==> config.mk <==
export PLATFORM = sky130hd
export DESIGN_NAME = lca_cell_eval
export DESIGN_NICKNAME = d
export VERILOG_FILES = /design/src/lca_pkg.sv /design/src/lca_cell_eval.sv
export SDC_FILE = /design/constraint.sdc
export NUM_CORES = 1
export LEC_CHECK = 0
export ABC_AREA = 1
export BUFFER_PORTS_ARGS = -buffer_cell sky130_fd_sc_hd__buf_4
export CAP_MARGIN = 20
export CORE_AREA = 2 2 39 41
export DETAILED_ROUTE_END_ITERATION = 8
export DIE_AREA = 0 0 41 43
export PLACE_DENSITY = 0.39
export SLEW_MARGIN = 15
export SYNTH_ARGS = -nofsm -noshare
export SYNTH_HDL_FRONTEND = slang
export SYNTH_SLANG_ARGS = --single-unit
==> constraint.sdc <==
create_clock -name vclk -period 4.4
set_input_delay 0.88 -clock vclk [all_inputs]
set_output_delay 0.88 -clock vclk [all_outputs]
set_load 0.01 [all_outputs]
==> src/lca_pkg.sv <==
`timescale 1ns / 1ps
// ----------------------------------------------------------------------------
// lca_pkg
// Shared types and constants for the Life grid block: opcodes, the 3x3
// neighbourhood window and the per-cell result of the shared evaluator.
// ----------------------------------------------------------------------------
package lca_pkg;

    // Operation codes carried on s_opcode
    typedef enum logic [1:0] {
        OP_STEP   = 2'd0,
        OP_TOGGLE = 2'd1,
        OP_READ   = 2'd2,
        OP_CLEAR  = 2'd3
    } op_t;

    // B3/S23 rule counts
    localparam logic [3:0] BIRTH_COUNT   = 4'd3;
    localparam logic [3:0] SURVIVE_COUNT = 4'd2;

    // 3x3 neighbourhood: bit 2 is the left column, bit 1 the centre, bit 0 the right
    typedef struct packed {
        logic [2:0] above;
        logic [2:0] centre;
        logic [2:0] below;
    } win_t;

    // Evaluator result for one cell
    typedef struct packed {
        logic alive_next;
        logic changed;
    } cell_res_t;

endpackage

==> src/lca_cell_eval.sv <==
`timescale 1ns / 1ps
// ----------------------------------------------------------------------------
// lca_cell_eval
// Shared cell evaluator: counts the eight neighbours in a 3x3 window and
// applies the B3/S23 rule to the centre cell. Used once per sweep cycle.
// ----------------------------------------------------------------------------
module lca_cell_eval (
    input  lca_pkg::win_t      win,
    output lca_pkg::cell_res_t res
);

    logic [3:0] n_count;
    logic       alive;
    logic       nxt;

    // Neighbour count (centre excluded)
    always_comb begin
        n_count = {3'b0, win.above[2]}  + {3'b0, win.above[1]}  + {3'b0, win.above[0]}
                + {3'b0, win.centre[2]} + {3'b0, win.centre[0]}
                + {3'b0, win.below[2]}  + {3'b0, win.below[1]}  + {3'b0, win.below[0]};
    end

    // Birth on three, survival on two or three
    assign alive = win.centre[1];
    assign nxt   = (n_count == lca_pkg::BIRTH_COUNT)
                 || (alive && (n_count == lca_pkg::SURVIVE_COUNT));

    assign res.alive_next = nxt;
    assign res.changed    = nxt ^ alive;

endmodule

### Yosys cells after proc, flatten, opt, wreduce, memory -nomap -nowiden

Index checks and enable logic that the tools add are counted.

* add/subtract/negate cells: 7
* eq/ne operators: 2
* bitwise gates (word level): 1
* reductions and logical operators: 2

Operator list (count)
* adder 4 x 1 -> 4 bit: 4
* == test 4 x 2 -> 1 bit (second input constant): 2
* adder 3 x 1 -> 4 bit: 1
* adder 2 x 1 -> 3 bit: 1
* adder 1 x 1 -> 2 bit: 1
* logical AND 1 bit: 1
* logical OR 1 bit: 1
* XOR 1 bit: 1

* bits in registers: 0
* output and inout port bits: 2

### Longest topological paths before layout

Gate-level depths: netlist of run 1.

* word-level depth: 11
* depth in mapped cells: 13
* depth with buffers taken out: 13

### Worst setup path before layout of run 1

No wires, ideal clock.

* kind: in2out
* start point: in win[0] (netlist bit)
* end point: out res[1] (netlist bit)
* stages on the path: 12
* slack: 75 ps
* required time: 3520 ps
* path buffers: 1
* arrival time: 3445 ps
* cell sequence: inv_1 -> fa_1 -> fa_1 -> fa_1 -> inv_1 -> ha_1 -> fa_1 -> o21ai_1 -> nor2_2 -> nand2_1 -> inv_1 -> buf_4

* cells in the longest elaborated chain, start to end: 4

Ends and longest elaborated chain
* start, declared: line lca_cell_eval.sv:8 `input lca_pkg::win_t win,`
* adder 4 x 1 -> 4 bit *: line lca_cell_eval.sv:20 `+ {3'b0, win.below[2]} + {3'b0, win.below[1]} + {3'b0, win.below[0]};`
* == test 4 x 2 -> 1 bit: line lca_cell_eval.sv:26 `|| (alive && (n_count == lca_pkg::SURVIVE_COUNT));`
* logical AND 1 bit: line lca_cell_eval.sv:26
* logical OR 1 bit *: line lca_cell_eval.sv:26
* end, declared: line lca_cell_eval.sv:9 `output lca_pkg::cell_res_t res`

Every way passes the cells marked *; elsewhere a longest branch is shown, timed or not.

==> out/metrics.cfg, run 1 <==
[routing]
drt_iter0_drc = 0
drt_pass1_iterations = 1
wirelength_um = 349
wl_per_cell_um = 5.72
drc_errors = 0
ant_nets = 0
num_vias = 211
vias_per_cell = 3.46

[place]
dp_cells = 59
io_buffers = 11
hpwl_um = 328
gp_congestion = 0.622
place_ws_ns = -0.169
postPlaceCellArea_um2 = 323

[layout]
drive_above_1_share_pct = 42.2
seq_cell_count = 0
utilization_pct = 26.1
fill_cells = 154
final_nets = 63
fin_area_um2 = 362
stdcell_count = 61
clockBufferCount = 0
area_growth_pct = 58.8
antenna_cells = 0
seq_area_um2 = 0

[cts]
ctsHoldBuffers = 0

[pwr]
p_sw_share_pct = 46.5
switching_power_mw = 0.0414
p_clk_share_pct = 0
p_comb_share_pct = 100.0
power_mw = 0.0891
pwr-share-seq_pct = 0
p_int_mw = 0.0477
leakagePower_nw = 0.217
power.density_mw_per_mm2 = 247
ir_worst_vdd_v = 0.0000421

[global_routing]
grt_max_degree = 4
antenna_found_initial = 0
grt_pass1_vias = 212
grt_pass1_wl_um = 669
overflow = 0
track_usage_pct = 4.91

[critical_path]
crit_path_start_kind = input port
cp_data_arrival_time_ns = 3.60
end_kind = output port
crit_fanout = 2
crit_type = in2out
worstPathRequired_ns = 3.52

[sta]
final.min_clock_period_ns = 4.48
setup_viol = 2
fin_tns_setup_ns = -0.0996
timing_hold_violations_final = 0
slew_headroom_pct = 90.8
post-route-period-util_pct = 102
slew_violations = 0
fmax_ghz = 0.223
fin_ws_ns = -0.0799
tightest_slew_ns = 0.136
rsz0062_at_grt = true
hold_ws_ns = 2.05

[logic_synthesis]
syn_avg_cell_area_um2 = 6.90
ys.warnings.count = 0
synth_seq_area_share_pct = 0
syn_nets = 49
synth_cells = 33
synthesis.area_um2 = 228
synth_cell_type_count = 8

[die]
fp.coreArea_mm2 = 0.00138
io_pins = 11
die_w_um = 41
initial_utilization_pct = 16.5
fp.dieH_um = 43
die_area_mm2 = 0.00176
rows = 14

[worst_hold_path]
min_path_type = in2out

[flow_run]
drv_cap = 0

[run_status]
outcome = complete, but fails checks
violations = setup timing

## what timing repair did
| action | in CTS | in global routing |
|---|---|---|
| setup buffers | 1 | 1 |
| setup endpoints to repair | 2 | 2 |
| pin swaps | 0 | 0 |
| resized for setup | 5 | 3 |
## routing by layer
metal | track usage [%] | vias to the layer above | wire length, um
li1 | - | 114 | -
met1 | 5.45 | 94 | 140
met2 | 10.0 | 3 | 202
met3 | 0 | 0 | 6
met4 | 0 | 0 | 0
met5 | 0 | - | 0
## critical path, cell delays in order
cell and delay (ns):
buf_6 0.07, inv_2 0.03, fa_1 0.54, fa_1 0.43
fa_1 0.51, inv_2 0.05, ha_4 0.15, fa_1 0.49
o21ai_1 0.07, nor2_2 0.09, nand2_1 0.07, nand2_1 0.05
nand2_1 0.05, buf_6 0.11
## worst paths after layout
path | slack, ns | start | depth (start not counted) | to
min | 2.05 | win[4] | 4 | res[0]
max | -0.08 | win[0] | 14 | res[0]
## placed cells by master, fill, tap and decap left out, drive strengths merged
cell,count
buf,13
fa,4
ha,3
inv,15
nand2,5
nand3,2
nor2,2
o21ai,1
## cells in the mapped netlist, drive strengths merged
cell type | instances | area share [%]
inv | 15 | 25
nand2 | 5 | 8.2
fa | 4 | 35
ha | 3 | 16
nand3 | 2 | 4.4
nor2 | 2 | 5.5
buf | 1 | 3.3
o21ai | 1 | 2.2
## power groups by stage
stage	logic (mW)	registers (mW)	clock network, mW
floorplan	0.0543	0	0
global placement	0.0745	0	0
detailed placement	0.0737	0	0
CTS	0.0834	0	0
global route	0.107	0	0
finish	0.0891	0	0
## cells by family (layout without fill, tap and decap cells)
family / after synthesis / in the layout / share of synthesized area [%]
adders and majority gates: 7 / 7 / 51.7
AOI/OAI and AO/OA: 1 / 1 / 2.20
and+or+nand+nor: 9 / 9 / 18.1
buffers and inverters: 16 / 28 / 28.0
## final cells by class
class / count / area [um2] / share of cell area, %
well taps: 16 / 20.0 / 5.54
inverters: 15 / 56.3 / 15.6
multi-input cells: 17 / 176 / 48.8
repair buffers: 13 / 109 / 30.1
Note: power is estimated with default switching activity, not from simulation.
==> inputs of run 2 (changes only) <==
- CELL_PAD_IN_SITES_DETAIL_PLACEMENT: not set -> 1
- CELL_PAD_IN_SITES_GLOBAL_PLACEMENT: not set -> 1
- PLACE_DENSITY: 0.39 -> 0.52
==> run 2 against run 1 <==
Compared with the run above: power up 7.4%; routed wire length rose by 12%; sequential cell count is the same; highest routed layer unchanged; worst setup slack worse by 0.028 ns; via count is 1.9% higher; the flow still finishes with violations (setup timing); non-clock buffer count unchanged; first-iteration DRC count did not move; largest power group unchanged; cell area rose by 1.0%; combinational power is 7.4% higher.
==> out/metrics.cfg, run 2 (synthesized netlist as in run 1, its figures left out) <==
[run_status]
outcome = complete, but fails checks
violations = setup timing

[layout]
clockBufferCount = 0
layout_commonest_cell = inv_1
seq_area_um2 = 0
final_cell_mix = 12 x inv_1, 10 x buf_4, 5 x nand2_1
antenna_cells = 0
drive_above_1_share_pct = 44.4
fin_area_um2 = 365
area_growth_pct = 60.4
final_nets = 63
seq_cell_count = 0
stdcell_count = 61

[critical_path]
worstPathCellList = buf_6 > inv_2 > fa_1 > fa_1 > fa_1 > inv_2 > ha_4 > fa_1 > o21ai_2 > nor2_2 > nand2_1 > nand2_1 > nand2_1 > buf_6
cpPeakStageDelay_ns = 0.54
end_kind = output port
crit_fanout = 2
crit_path_start_kind = input port
cp_slowest_cell = fa_1
worstPathRequired_ns = 3.52
cp_data_arrival_time_ns = 3.63
crit_type = in2out
cp_common_cell = fa_1

[sta]
fin_ws_ns = -0.108
fmax_ghz = 0.222
slew_violations = 0
setup_viol = 2
slew_headroom_pct = 92.6
rsz0062_at_grt = true
final.min_clock_period_ns = 4.51
tightest_slew_ns = 0.110
timing_hold_violations_final = 0
post-route-period-util_pct = 102

[global_routing]
grt_pass1_wl_um = 772
antenna_found_initial = 0
use_met1_pct = 8.33
top_usage_layer = met2
grt_use_met2_pct = 10.3
use_met3_pct = 0
grt_pass1_vias = 218
track_usage_pct = 5.92
grt_max_degree = 4
overflow = 0

[place]
postPlaceCellArea_um2 = 330
gp_congestion = 0.599
place_ws_ns = -0.203
hpwl_um = 380
io_buffers = 11
dp_cells = 60

[die]
fp.dieH_um = 43
rows = 14
fp.coreArea_mm2 = 0.00138
io_pins = 11
die_w_um = 41
initial_utilization_pct = 16.5
die_area_mm2 = 0.00176

[worst_hold_path]
min_path_type = in2out

[routing]
drt_pass1_iterations = 1
wl_per_cell_um = 6.39
num_vias = 215
wirelength_um = 390
drt_iter0_drc = 0
drc_errors = 0
ant_nets = 0
vias_per_cell = 3.52

[flow_run]
drv_cap = 0

[pwr]
p_int_mw = 0.0515
power.density_mw_per_mm2 = 262
leakagePower_nw = 0.218
pwr-share-seq_pct = 0
p_clk_share_pct = 0
p_comb_share_pct = 100.0
power_mw = 0.0957
ir_worst_vdd_v = 0.0000376
p_sw_share_pct = 46.2
switching_power_mw = 0.0442

[cts]
ctsHoldBuffers = 0

==> run 2: worst paths after layout <==
kind,from,depth (start not counted),end
max,win[3],14,res[0]
min,win[4],4,res[0]
==> run 2: repair_timing <==
action	in CTS	in global routing
hold endpoints to repair	0	0
setup buffers	0	1
pin swaps	2	1
endpoints found under the setup margin	2	2
cloned	0	0
resized for setup	6	3
==> run 2: routing by layer <==
metal | part of all wire, % | vias up | routed length (um)
met3 | 7.7 | 0 | 30
met2 | 52 | 7 | 202
li1 | - | 113 | -
met1 | 41 | 95 | 158
met4 | 0 | 0 | 0
met5 | 0 | - | 0
==> run 2: worst max-delay path, delay by kind of cell <==
kind | cells | cell delay (ns)
adder cells (fa/ha/maj) | 5 | 2.16
buffers and inverters | 4 | 0.27
AND/OR/NAND/NOR | 4 | 0.27
AO/OA/AOI/OAI | 1 | 0.06
==> run 2: stage by stage <==
step | hold slack [ns] | setup TNS (ns) | util, %
global placement | 2.05 | -0.321 | 23.9
finish | 2.06 | -0.152 | 26.4
floorplan | 1.88 | 0 | -
detailed placement | 2.05 | -0.338 | 23.9
global route | 2.09 | -0.393 | 26.4
CTS | 2.06 | -0.250 | 24.9
==> run 2: layout make-up <==
| class | count | area, um2 |
|---|---|---|
| inverters | 15 | 56.3 |
| fillers | 179 | 1020 |
| repair buffers | 13 | 109 |
| well taps | 16 | 20.0 |
| multi-input cells | 17 | 180 |
==> run 2: power groups by stage <==
stage	logic (mW)	clock network (mW)	registers [mW]
floorplan	0.0543	0	0
global placement	0.0776	0	0
detailed placement	0.0785	0	0
CTS	0.0861	0	0
global route	0.112	0	0
finish	0.0957	0	0
==> inputs of run 3 (changes only) <==
- ABC_CLOCK_PERIOD_IN_PS: not set -> 4400
- PLACE_DENSITY: 0.52 -> not set
- PLACE_DENSITY_LB_ADDON: not set -> 0.12
- SKIP_LAST_GASP: not set -> 1
==> run 3 against run 2 <==
Compared with the run above: the run still ends with setup timing left; sequential cell count unchanged; die area unchanged; non-clock buffer count fell by 2; critical path depth stayed put; utilization down 1.2 points; largest cell class unchanged; fmax fell by 0.46%; via count is 0.47% lower; cell count is 3.3% lower; largest power group unchanged; clock-buffer cell count stayed put; critical endpoint unchanged.
==> out/metrics.cfg, run 3 (synthesized netlist as in run 1, its figures left out) <==
[place]
gp_congestion = 0.561
io_buffers = 11
postPlaceCellArea_um2 = 323
hpwl_um = 436

[critical_path]
crit_type = in2out
end_kind = output port
worstPathRequired_ns = 3.52
crit_fanout = 2
crit_path_start_kind = input port
cp_data_arrival_time_ns = 3.65

[pwr]
ir_worst_vdd_v = 0.0000558
power_mw = 0.0844
power.density_mw_per_mm2 = 242
leakagePower_nw = 0.208

[layout]
layout_commonest_cell = inv_1
final_nets = 61
clockBufferCount = 0
fin_area_um2 = 349
seq_area_um2 = 0
seq_cell_count = 0
drive_above_1_share_pct = 37.2
antenna_cells = 0
utilization_pct = 25.2
fill_cells = 179
area_growth_pct = 53.3
final_cell_mix = 13 x inv_1, 9 x buf_4, 5 x nand2_1

[cts]
postCtsSetupBuffers = 0

[die]
die_w_um = 41
io_pins = 11
rows = 14
fp.dieH_um = 43
fp.coreArea_mm2 = 0.00138
die_area_mm2 = 0.00176
initial_utilization_pct = 16.5

[sta]
setup_viol = 2
post-route-period-util_pct = 103
fin_ws_ns = -0.129
rsz0062_at_grt = true
final.min_clock_period_ns = 4.53
slew_violations = 0
slew_headroom_pct = 90.6
tightest_slew_ns = 0.140
fmax_ghz = 0.221
fin_tns_setup_ns = -0.172
timing_hold_violations_final = 0

[routing]
wl_per_cell_um = 7.66
vias_per_cell = 3.63
num_vias = 214
ant_nets = 0
wirelength_um = 452
drc_errors = 0
drt_pass1_iterations = 1
drt_iter0_drc = 0

[run_status]
violations = setup timing
outcome = complete, but fails checks

[worst_hold_path]
min_path_type = in2out
min_path_cells = 4

[global_routing]
overflow = 0
grt_max_degree = 4
grt_pass1_vias = 212
track_usage_pct = 6.33
antenna_found_initial = 0
grt_pass1_wl_um = 807

[flow_run]
drv_cap = 0

## run 3: cell count changes in the layout (fill, tap and decap cells not counted)
cell / before / now
inv_1: 12 / 13
inv_4: 0 / 1
buf_6: 3 / 1
buf_4: 10 / 9
o21ai_1: 0 / 1
buf_8: 0 / 1
inv_2: 3 / 1
o21ai_2: 1 / 0
## run 3: power by group
group / switching (mW) / leakage (nW) / total (mW) / internal (mW)
clock: 0 / 0 / 0 / 0
combinational: 0.0423 / 0.208 / 0.0844 / 0.0421
sequential: 0 / 0 / 0 / 0
## run 3: per-layer routing
layer	vias up	track usage, %	routed length [um]
li1	109	-	-
met2	4	12.8	283
met1	101	7.07	145
met4	0	0	0
met5	-	0	0
met3	0	0	23
## run 3: metrics by stage
stage | std cells | setup slack, ns | hold WS, ns
after floorplan | 33 | 0.0754 | 1.88
after global placement | 59 | -0.164 | 2.05
after detailed placement | 59 | -0.222 | 2.07
after CTS | 59 | -0.157 | 2.07
after global routing | 59 | -0.282 | 2.12
final | 59 | -0.129 | 2.06
## run 3: final cells by class
type / count / area (um2) / share of cell area (%)
Multi-Input combinational cell: 17 / 176 / 50.5
Timing Repair Buffer: 11 / 93.8 / 26.9
Tap cell: 16 / 20.0 / 5.73
Inverter: 15 / 58.8 / 16.8
## run 3: what timing repair did
item                       4_1_cts  5_1_grt
gates resized for setup          6        2
setup endpoints to repair        2        2
hold buffers                     0        0
## run 3: path summary, 6_finish.rpt
path | startpoint | to
max | win[0] | res[0]
min | win[4] | res[0]
## run 3: worst max-delay path, cell delays in order
cell	delay, ns
buf_8	0.07
inv_4	0.02
fa_1	0.54
fa_1	0.43
fa_1	0.51
inv_2	0.05
ha_4	0.16
fa_1	0.49
o21ai_1	0.07
nor2_2	0.10
nand2_1	0.08
nand2_1	0.06
nand2_1	0.05
buf_4	0.14
